## src/rgbfb_pkg.sv

```systemverilog
// Shared types, register indexes and pixel packing helpers for the
// RGB888 framebuffer packer. No dependencies.
`default_nettype none

package rgbfb_pkg;

  localparam int AddrW   = 28;
  localparam int CoordW  = 12;
  localparam int ColorW  = 32;
  localparam int PitchW  = 16;

  // Supported framebuffer depths
  localparam logic [5:0] DEPTH_15 = 6'd15;
  localparam logic [5:0] DEPTH_16 = 6'd16;
  localparam logic [5:0] DEPTH_24 = 6'd24;
  localparam logic [5:0] DEPTH_32 = 6'd32;

  typedef enum logic [2:0] {
    REG_RED_POS    = 3'd0,
    REG_RED_SIZE   = 3'd1,
    REG_GREEN_POS  = 3'd2,
    REG_GREEN_SIZE = 3'd3,
    REG_BLUE_POS   = 3'd4,
    REG_BLUE_SIZE  = 3'd5,
    REG_DEPTH      = 3'd6,
    REG_PITCH      = 3'd7
  } reg_idx_t;

  typedef struct packed {
    logic [4:0]        red_shift;
    logic [3:0]        red_size;
    logic [4:0]        green_shift;
    logic [3:0]        green_size;
    logic [4:0]        blue_shift;
    logic [3:0]        blue_size;
    logic [5:0]        depth;
    logic [PitchW-1:0] pitch;
  } cfg_t;

  // One packed pixel on its way to the byte serializer
  typedef struct packed {
    logic [AddrW-1:0] addr;
    logic [31:0]      word;
    logic [2:0]       nbytes;
  } pix_t;

  // Bytes written per pixel; zero for a depth that produces no writes.
  function automatic logic [2:0] depth_bytes(input logic [5:0] depth);
    logic [2:0] n;
    case (depth)
      DEPTH_15: n = 3'd2;
      DEPTH_16: n = 3'd2;
      DEPTH_24: n = 3'd3;
      DEPTH_32: n = 3'd4;
      default:  n = 3'd0;
    endcase
    return n;
  endfunction

  // Keep the top 'size' bits of a channel (sizes above eight act as eight)
  // and place them at 'pos'; bits past bit 31 fall off.
  function automatic logic [31:0] place_channel(input logic [7:0] chan,
                                                input logic [3:0] size,
                                                input logic [4:0] pos);
    logic [3:0]  n;
    logic [7:0]  kept;
    n    = (size > 4'd8) ? 4'd8 : size;
    kept = chan >> (4'd8 - n);
    return {24'd0, kept} << pos;
  endfunction

endpackage

`default_nettype wire

```

## src/rgb888_to_framebuffer_packer.sv

```systemverilog
// Top level of the RGB888 framebuffer packer: configuration registers,
// pack stage and byte serializer. Depends on rgbfb_pkg, rgbfb_pack, rgbfb_serial.
`default_nettype none

// Converts one 0x00RRGGBB pixel with its column and row into little-endian
// byte writes for a linear framebuffer. Each channel keeps its top <size>
// bits (sizes above eight act as eight) and lands at its <position> in a
// 32-bit word; the byte address is row*pitch + column*bytes_per_pixel,
// wrapped to 28 bits. Depth 15/16 gives 2 writes, 24 gives 3, 32 gives 4;
// any other depth, or a pixel outside MAX_WIDTH x MAX_HEIGHT, gives none.
// Rate: one byte write per cycle on the output channel while out_tready is
// high; the one-byte output channel limits the pixel rate. A pixel that
// yields no writes is dropped without waiting on the serializer. From input
// accept to the first byte, the pixel passes the input register, then the
// serializer register. The input stage takes the next pixel while the
// serializer is still emitting the previous one. Write configuration only
// while the block is idle; cfg_ready is always high.

module rgb888_to_framebuffer_packer #(
  parameter int MAX_WIDTH  = 4096,
  parameter int MAX_HEIGHT = 4096
) (
  input  wire logic        clk,
  input  wire logic        rst_n,
  // in_tdata: column [11:0], row [23:12], pixel_color [55:24]
  input  wire logic        in_tvalid,
  output logic             in_tready,
  input  wire logic [55:0] in_tdata,
  // out_tdata: byte_address [27:0], byte_value [35:28], zero pad [39:36]
  output logic             out_tvalid,
  input  wire logic        out_tready,
  output logic [39:0]      out_tdata,
  output logic             out_tlast,
  // configuration write channel
  input  wire logic        cfg_valid,
  output logic             cfg_ready,
  input  wire logic [2:0]  cfg_index,
  input  wire logic [15:0] cfg_data
);
  import rgbfb_pkg::*;

  cfg_t             cfg_r;
  logic             pix_valid;
  logic             pix_ready;
  pix_t             pix;
  logic [AddrW-1:0] out_address;
  logic [7:0]       out_value;

  assign cfg_ready = 1'b1;

  // Register file: keep only the low bits each register holds
  always_ff @(posedge clk) begin
    if (!rst_n) begin
      cfg_r.red_shift   <= 5'd16;
      cfg_r.red_size    <= 4'd8;
      cfg_r.green_shift <= 5'd8;
      cfg_r.green_size  <= 4'd8;
      cfg_r.blue_shift  <= 5'd0;
      cfg_r.blue_size   <= 4'd8;
      cfg_r.depth       <= DEPTH_32;
      cfg_r.pitch       <= 16'd4096;
    end else if (cfg_valid) begin
      case (reg_idx_t'(cfg_index))
        REG_RED_POS:    cfg_r.red_shift   <= cfg_data[4:0];
        REG_RED_SIZE:   cfg_r.red_size    <= cfg_data[3:0];
        REG_GREEN_POS:  cfg_r.green_shift <= cfg_data[4:0];
        REG_GREEN_SIZE: cfg_r.green_size  <= cfg_data[3:0];
        REG_BLUE_POS:   cfg_r.blue_shift  <= cfg_data[4:0];
        REG_BLUE_SIZE:  cfg_r.blue_size   <= cfg_data[3:0];
        REG_DEPTH:      cfg_r.depth       <= cfg_data[5:0];
        REG_PITCH:      cfg_r.pitch       <= cfg_data;
        default: ;
      endcase
    end
  end

  rgbfb_pack #(
    .MAX_WIDTH  (MAX_WIDTH),
    .MAX_HEIGHT (MAX_HEIGHT)
  ) u_pack (
    .clk       (clk),
    .rst_n     (rst_n),
    .in_valid  (in_tvalid),
    .in_ready  (in_tready),
    .in_column (in_tdata[11:0]),
    .in_row    (in_tdata[23:12]),
    .in_color  (in_tdata[55:24]),
    .cfg       (cfg_r),
    .pix_valid (pix_valid),
    .pix_ready (pix_ready),
    .pix       (pix)
  );

  rgbfb_serial u_serial (
    .clk         (clk),
    .rst_n       (rst_n),
    .pix_valid   (pix_valid),
    .pix_ready   (pix_ready),
    .pix         (pix),
    .out_valid   (out_tvalid),
    .out_ready   (out_tready),
    .out_address (out_address),
    .out_value   (out_value),
    .out_last    (out_tlast)
  );

  assign out_tdata = {4'd0, out_value, out_address};

endmodule

`default_nettype wire

```

## src/rgbfb_pack.sv

```systemverilog
// Input register stage: packs the color word and computes the byte address.
// Depends on rgbfb_pkg.
`default_nettype none

module rgbfb_pack #(
  parameter int MAX_WIDTH  = 4096,
  parameter int MAX_HEIGHT = 4096
) (
  input  wire logic                        clk,
  input  wire logic                        rst_n,
  input  wire logic                        in_valid,
  output logic                             in_ready,
  input  wire logic [rgbfb_pkg::CoordW-1:0] in_column,
  input  wire logic [rgbfb_pkg::CoordW-1:0] in_row,
  input  wire logic [rgbfb_pkg::ColorW-1:0] in_color,
  input  wire rgbfb_pkg::cfg_t             cfg,
  output logic                             pix_valid,
  input  wire logic                        pix_ready,
  output rgbfb_pkg::pix_t                  pix
);
  import rgbfb_pkg::*;

  localparam logic [16:0] LimW = 17'(MAX_WIDTH);
  localparam logic [16:0] LimH = 17'(MAX_HEIGHT);

  logic              a_valid_r, a_valid_nxt;
  logic [CoordW-1:0] a_col_r;
  logic [CoordW-1:0] a_row_r;
  logic [ColorW-1:0] a_color_r;

  logic [2:0]        nbytes;
  logic              in_frame;
  logic              keep;
  logic              advance;
  logic [AddrW-1:0]  row_off;
  logic [13:0]       col_off;
  logic [31:0]       word;

  assign nbytes   = depth_bytes(cfg.depth);
  assign in_frame = ({5'd0, a_col_r} < LimW) && ({5'd0, a_row_r} < LimH);
  assign keep     = (nbytes != 3'd0) && in_frame;

  // Drop items that produce no writes without waiting on the serializer
  assign advance   = !a_valid_r || !keep || pix_ready;
  assign in_ready  = advance;
  assign pix_valid = a_valid_r && keep;

  assign row_off = {{(AddrW-CoordW){1'b0}}, a_row_r} * {{(AddrW-PitchW){1'b0}}, cfg.pitch};

  always_comb begin
    case (nbytes)
      3'd2:    col_off = {1'b0, a_col_r, 1'b0};
      3'd3:    col_off = {2'b00, a_col_r} + {1'b0, a_col_r, 1'b0};
      3'd4:    col_off = {a_col_r, 2'b00};
      default: col_off = '0;
    endcase
  end

  assign word = place_channel(a_color_r[23:16], cfg.red_size, cfg.red_shift)
              | place_channel(a_color_r[15:8], cfg.green_size, cfg.green_shift)
              | place_channel(a_color_r[7:0], cfg.blue_size, cfg.blue_shift);

  assign pix.addr   = row_off + {{(AddrW-14){1'b0}}, col_off};
  assign pix.word   = word;
  assign pix.nbytes = nbytes;

  always_comb begin
    a_valid_nxt = a_valid_r;
    if (advance) begin
      a_valid_nxt = in_valid;
    end
  end

  always_ff @(posedge clk) begin
    if (!rst_n) begin
      a_valid_r <= 1'b0;
    end else begin
      a_valid_r <= a_valid_nxt;
    end
  end

  always_ff @(posedge clk) begin
    if (in_valid && advance) begin
      a_col_r   <= in_column;
      a_row_r   <= in_row;
      a_color_r <= in_color;
    end
  end

endmodule

`default_nettype wire

```

## src/rgbfb_serial.sv

```systemverilog
// Byte serializer: holds one packed pixel and emits its bytes, low first.
// Depends on rgbfb_pkg.
`default_nettype none

module rgbfb_serial (
  input  wire logic                        clk,
  input  wire logic                        rst_n,
  input  wire logic                        pix_valid,
  output logic                             pix_ready,
  input  wire rgbfb_pkg::pix_t             pix,
  output logic                             out_valid,
  input  wire logic                        out_ready,
  output logic [rgbfb_pkg::AddrW-1:0]      out_address,
  output logic [7:0]                       out_value,
  output logic                             out_last
);
  import rgbfb_pkg::*;

  logic             b_valid_r, b_valid_nxt;
  logic [31:0]      b_word_r;
  logic [AddrW-1:0] b_addr_r;
  logic [2:0]       b_left_r;
  logic             last;
  logic             take;

  assign last        = (b_left_r == 3'd1);
  assign pix_ready   = !b_valid_r || (out_ready && last);
  assign take        = pix_valid && pix_ready;
  assign out_valid   = b_valid_r;
  assign out_address = b_addr_r;
  assign out_value   = b_word_r[7:0];
  assign out_last    = last;

  always_comb begin
    b_valid_nxt = b_valid_r;
    if (take) begin
      b_valid_nxt = 1'b1;
    end else if (b_valid_r && out_ready && last) begin
      b_valid_nxt = 1'b0;
    end
  end

  always_ff @(posedge clk) begin
    if (!rst_n) begin
      b_valid_r <= 1'b0;
    end else begin
      b_valid_r <= b_valid_nxt;
    end
  end

  always_ff @(posedge clk) begin
    if (take) begin
      b_word_r <= pix.word;
      b_addr_r <= pix.addr;
      b_left_r <= pix.nbytes;
    end else if (b_valid_r && out_ready && !last) begin
      // advance to the next byte of the same pixel
      b_word_r <= {8'd0, b_word_r[31:8]};
      b_addr_r <= b_addr_r + {{(AddrW-1){1'b0}}, 1'b1};
      b_left_r <= b_left_r - 3'd1;
    end
  end

endmodule

`default_nettype wire

```

## config.mk

```make
export PLATFORM = sky130hd
export DESIGN_NAME = rgb888_to_framebuffer_packer
export DESIGN_NICKNAME = d
export VERILOG_FILES = /design/src/rgbfb_pkg.sv /design/src/rgb888_to_framebuffer_packer.sv /design/src/rgbfb_pack.sv /design/src/rgbfb_serial.sv
export SDC_FILE = /design/constraint.sdc
export NUM_CORES = 1
export LEC_CHECK = 0
export BUFFER_PORTS_ARGS = -buffer_cell sky130_fd_sc_hd__buf_2
export CELL_PAD_IN_SITES_DETAIL_PLACEMENT = 0
export CELL_PAD_IN_SITES_GLOBAL_PLACEMENT = 1
export CORE_UTILIZATION = 30
export DETAILED_ROUTE_END_ITERATION = 10
export PLACE_DENSITY_LB_ADDON = 0.1
export SLEW_MARGIN = 20
export SYNTH_ARGS = -nofsm -noshare
export SYNTH_HDL_FRONTEND = slang
export SYNTH_SLANG_ARGS = --single-unit
```

## constraint.sdc

```tcl
create_clock -name clk -period 8.55 [get_ports clk]
set_input_delay 0.855 -clock clk [delete_from_list [all_inputs] [get_ports clk]]
set_output_delay 0.855 -clock clk [all_outputs]
set_load 0.05 [all_outputs]
```

-- Word level (Yosys, flattened, before mapping)
Cells that the tools add are included.
- register bits: 162
- input port bits: 80
- output and inout bits: 44
- $add $sub $neg: 7
- $mul: 1
- magnitude comparators: 3
- equality and inequality tests: 15
- shifts and indexed selects: 6
- multiplexer cells: 13
- bitwise operators: 2
- reduce and logical (&&, ||, !) cells: 27
- operators with widths (kind ; number):
    << shifter 8 x 5 -> 32 bit ; 3
    two-way mux 32 bit ; 2
    bitwise OR 32 bit ; 2
    two-way mux 28 bit ; 2
    case mux 14 bit (3 select lines) ; 1
    adder 28 x 1 -> 28 bit (second input constant) ; 1
    adder 28 x 14 -> 28 bit ; 1
    multiplier 12 x 16 -> 28 bit ; 1
    >> shifter 8 x 4 -> 8 bit ; 3
    AND reduction 2 bit ; 8
    equality test 3 bit (second input constant) ; 5
    adder 12 x 13 -> 14 bit ; 1
    equality test 3 x 2 -> 1 bit (second input constant) ; 4
    equality test 6 x 5 -> 1 bit (second input constant) ; 2
    greater-than comparator 4 bit (second input constant) ; 3
    two-way mux 4 bit ; 3
    subtractor 4 bit (first input constant) ; 3
    case mux 3 bit (3 select lines) ; 1
    logical AND 1 bit ; 7
    equality test 3 x 1 -> 1 bit (second input constant) ; 2
    equality test 6 x 4 -> 1 bit (second input constant) ; 1
    equality test 6 bit (second input constant) ; 1
    two-way mux 3 bit ; 2
    zero test 1 bit ; 4
    other kinds (7) ; 11

-- Depth between registers and ports, before layout
- depth in word-level cells: 8
- gate-level depth with buffers: 28
- depth with buffers taken out: 28

-- Cells and area by module
From an unflattened synthesis, not the netlist that was laid out.
- cells, all modules: 1909
- area total of the unflattened synthesis: 17077.6 um^2
- modules (own cells, without submodules) (module ; times used ; cells an instance ; area an instance (um^2) ; sequential area each (um^2)):
    rgbfb_pack ; 1 ; 1378 ; 11780.0 ; 1461.4
    rgbfb_serial ; 1 ; 332 ; 3326.9 ; 1911.8
    rgb888_to_framebuffer_packer ; 1 ; 199 ; 1970.6 ; 980.9

-- Worst setup path before layout
Ideal clock, no wire load.
- path type: register -> register
- start point: reg u_pack.a_col_r[1]
- end point: reg u_serial.b_addr_r[23] (netlist: u_serial.out_address[23]), data pin
- data arrival time: 6452 ps
- slack: 1929 ps
- cell stages (with the launch flop): 25
- buffers on the path: 0
- path through: edfxtp_1 -> ha_1 -> a21o_1 -> a21o_1 -> a2111oi_0 -> nor3_1 -> or4_1 -> a31o_2 -> fa_1 -> inv_1 -> fa_1 -> inv_1 -> fa_1 -> inv_1 -> fa_1 -> inv_1 -> ha_1 -> a21o_1 -> a21oi_1 -> nand2b_1 -> o21ai_0 -> o21ai_0 -> o21a_1 -> o21a_1 -> o31ai_1
- cells in the longest elaborated chain, start to end: 4
- RTL lines (item ; line ; RTL):
    start, declared ; rgbfb_pack.sv:27 ; logic [CoordW-1:0] a_col_r;
    start signal, assigned ; rgbfb_pack.sv:84 ; a_col_r <= in_column;
    adder 12 x 13 -> 14 bit ; rgbfb_pack.sv:53 ; 3'd3: col_off = {2'b00, a_col_r} + {1'b0, a_col_r, 1'b0};
    case mux 14 bit (3 select lines) * ; rgbfb_pack.sv:51 ; case (nbytes)
    adder 28 x 14 -> 28 bit * ; rgbfb_pack.sv:63 ; assign pix.addr = row_off + {{(AddrW-14){1'b0}}, col_off};
    two-way mux 28 bit * ; rgbfb_serial.sv:52 ; if (take) begin
    end signal, assigned ; rgbfb_serial.sv:54 ; b_addr_r <= pix.addr;
    end signal, assigned ; rgbfb_serial.sv:59 ; b_addr_r <= b_addr_r + {{(AddrW-1){1'b0}}, 1'b1};
    end, declared ; rgbfb_serial.sv:21 ; logic [AddrW-1:0] b_addr_r;
Every way passes the cells marked *; elsewhere a longest branch is shown, timed or not.
A chain may end at the register's enable or synchronous reset.

-- Final worst setup path
Ends and elaborated chain as after synthesis.

==> impl_metrics.env <==
export IMPL_startpoint_type="flop"
export IMPL_wl_mm=55.6
export IMPL_synth_edff_count=111
export IMPL_cp_top_family="compound AO/OA/AOI/OAI gates"
export IMPL_start_util=0.304
export IMPL_fin_ws_ns=1.02
export IMPL_place_ws_ns=1.04
export IMPL_overflow=0
export IMPL_synth_compound_area_frac=0.154
export IMPL_place_gp_congestion=0.904
export IMPL_ant_nets=0
export IMPL_crit_type="flop to flop"
export IMPL_die_area_um2=58200
export IMPL_synth_top_area_share=0.194
export IMPL_vias=14100
export IMPL_worst_pin_slew_ns=1.02
export IMPL_end_kind="flop"
export IMPL_htree_levels=4
export IMPL_crit_fanout=6
export IMPL_synth_area_leaders="edfxtp_1, fa_1, ha_1, nand2_1, dfxtp_1"
export IMPL_dpl_hpwl_mm=43.1
export IMPL_status="completed"
export IMPL_root_buffer="clkbuf_16"
export IMPL_synthXorXnorAreaFrac=0.0250
export IMPL_synth_fa_ha_area_frac=0.248
export IMPL_hold_buffers=0
export IMPL_leakagePower_uw=0.00763
export IMPL_clk_path_buf_depth=2
export IMPL_die_x_um=241
export IMPL_grt_max_degree=79
export IMPL_tns_ns=0
export IMPL_whs_ns=0.491
export IMPL_antenna_found_initial=0
export IMPL_cp_cell_sequence="ha_1 > a21o_1 > a21o_1 > a2111oi_0 > nor3_1 > o31ai_1 > a21oi_1 > o21a_1 > a211o_1 > fa_1 > inv_1 > fa_1 > fa_1 > fa_1 > inv_1 > ha_1 > a21o_1 > a21oi_1 > o21ai_0 > a2bb2oi_1 > o21ai_0 > o21a_1 > o21a_1 > o31ai_1"
export IMPL_slew_viol_final=0
export IMPL_fin_cells=2735
export IMPL_vdd_ir_drop_max_mv=0.161
export IMPL_avgSynthCellArea_um2=8.90
export IMPL_synth_top_family_by_area="adder cells"
export IMPL_numPortBuffers=110
export IMPL_grt_pass1_wl_mm=86.1
export IMPL_maxCapViolCount=0
export IMPL_crit_buf_inv=2
export IMPL_io_pins=124
export IMPL_n_fill_cell=5924
export IMPL_tritoncts="built"
export IMPL_skew_ns=0.0143
export IMPL_drive_gt1_frac=0.106
export IMPL_synth_top_area_cell="edfxtp_1"
export IMPL_min_period_ns=7.53
export IMPL_vias_per_cell=5.16
export IMPL_slew_limit_headroom=0.323
export IMPL_final_net_count=2294
export IMPL_fp_dieH_um=241
export IMPL_synthTopCellsByCount="nand2_1, inv_1, fa_1"
export IMPL_synthCells=1929
export IMPL_ys_warn_count=0
export IMPL_rows=87
export IMPL_setup_viol=0
export IMPL_yosysMostFrequentCell="nand2_1"
export IMPL_multi_input_area_um2=11600
export IMPL_muxShareOfSynthArea=0.0533
export IMPL_post_cts_setup_buffers=0
export IMPL_hold_violations=0
export IMPL_grt_pass1_vias=14300
export IMPL_drtIter0Drc=852
export IMPL_synth_cell_types=88
export IMPL_max_freq_mhz=133
export IMPL_firstDrtPassIters=5
export IMPL_groute_usage_overall=0.197
export IMPL_slowest_stage="a2111oi_0"
export IMPL_cts_buffers=17
export IMPL_required_ns=8.87
export IMPL_rsz0062_at_grt="false"
export IMPL_core_um2=56500
export IMPL_cp_slowest_stage_delay_ns=0.68
export IMPL_clk_latency_ns=0.49
export IMPL_area_growth_pct=10.6
export IMPL_seq_area_um2=4350
export IMPL_antennaDiodeCount=0
export IMPL_seq_area_frac_synth=0.254
export IMPL_ys_seq_elements=162
export IMPL_hp_class="flop to flop"
export IMPL_wl_per_cell_um=20.3
export IMPL_pwr_density_cell_nw_per_um2=136
export IMPL_cp_common_cell="fa_1"
export IMPL_post_cts_resize_count=0
export IMPL_fin_crit_sh=0.880
export IMPL_clkTransAtPathRegs_ns=0.07
export IMPL_synthFlopType="edfxtp_1"
export IMPL_fin_util=0.336
export IMPL_clock_sinks=162
export IMPL_drc=0
export IMPL_dp_cells=2703
export IMPL_yosys_area_share_simple=0.189
export IMPL_synthArstFlopShare=0
export IMPL_syn_area_um2=17200
export IMPL_arrival_ns=7.84
[per-layer routing]
layer  vias to the layer above  track usage  routed length (um)
li1                       6715            -                   -
met1                      7018        0.270               27000
met2                       325        0.300               24400
met3                        63       0.0440                2740
met4                         0       0.0729                1520
met5                         -            0                   0
[final cells by class]
cell class | count | area share
well taps | 756 | 0.0498
flip-flops and latches | 162 | 0.229
clock buffers | 18 | 0.0226
clock inverters | 14 | 0.0104
inverters | 210 | 0.0415
multi-input cells | 1445 | 0.609
repair buffers | 130 | 0.0369
[worst register-to-register path, cell delays in order (launching register included)]
cell,delay [ns]
edfxtp_1,0.46
ha_1,0.32
a21o_1,0.18
a21o_1,0.21
a2111oi_0,0.68
nor3_1,0.20
o31ai_1,0.43
a21oi_1,0.15
o21a_1,0.18
a211o_1,0.31
fa_1,0.55
inv_1,0.06
fa_1,0.48
fa_1,0.45
fa_1,0.51
inv_1,0.04
ha_1,0.33
a21o_1,0.17
a21oi_1,0.22
o21ai_0,0.27
a2bb2oi_1,0.36
o21ai_0,0.19
o21a_1,0.22
o21a_1,0.18
o31ai_1,0.23
[worst paths after layout]
kind | to | startpoint | slack (ns) | depth (start not counted)
worst max-delay path | u_serial.out_address[23] | u_pack.a_col_r[1] | 1.02 | 24
worst min-delay path | cfg_r[38] | cfg_r[38] | 0.49 | 2
worst max register to register | u_serial.out_address[23] | u_pack.a_col_r[1] | 1.02 | 24
worst min register to register | cfg_r[38] | cfg_r[38] | 0.49 | 2
[cells by family after synthesis]
| family | Yosys count |
|---|---|
| adders and majority gates | 248 |
| buffers and inverters | 325 |
| DFF | 162 |
| muxes | 85 |
| and+or+nand+nor | 677 |
| other | 2 |
| AOI/OAI and AO/OA | 381 |
| xor gates and xnor gates | 49 |
[placed cells by master, fill, tap and decap left out, types with 15 or more instances in the layout]
cell	Yosys	routed
a211oi_1	15	15
a21boi_0	20	20
a21oi_1	74	73
a22oi_1	20	20
a31oi_1	28	28
and2_1	62	62
buf_2	5	110
buf_4	15	20
clkbuf_16	0	17
dfxtp_1	51	51
edfxtp_1	111	111
fa_1	154	154
ha_1	94	94
inv_1	205	205
mux2i_1	66	66
nand2_1	283	283
nand2b_1	18	18
nand3_1	42	42
nor2_1	99	99
nor2b_1	50	49
nor3_1	47	46
o21ai_0	60	60
xnor2_1	29	29
xor2_1	20	20
[sequential cells by signal, indices dropped and copies added, names as in the netlist]
register / flops
u_pack.a_color_r: 24
u_serial.out_address: 28
u_serial.b_left_r: 3
u_serial.out_valid: 1
u_pack.a_col_r: 12
u_pack.a_row_r: 12
u_pack.a_valid_r: 1
cfg_r: 49
u_serial.b_word_r: 32
[stage by stage]
step	cell area [um2]	power, uW
floorplan	17200	1520
CTS	19000	2640
detailed placement	18400	1760
global placement	18400	1760
finish	19000	2590
global route	19000	2740
[where the power goes]
part	switching [uW]	total (uW)	internal [uW]
Sequential	80.5	1000	922
Combinational	480	736	256
Clock	377	846	469
(Power assumes the default switching activity.)
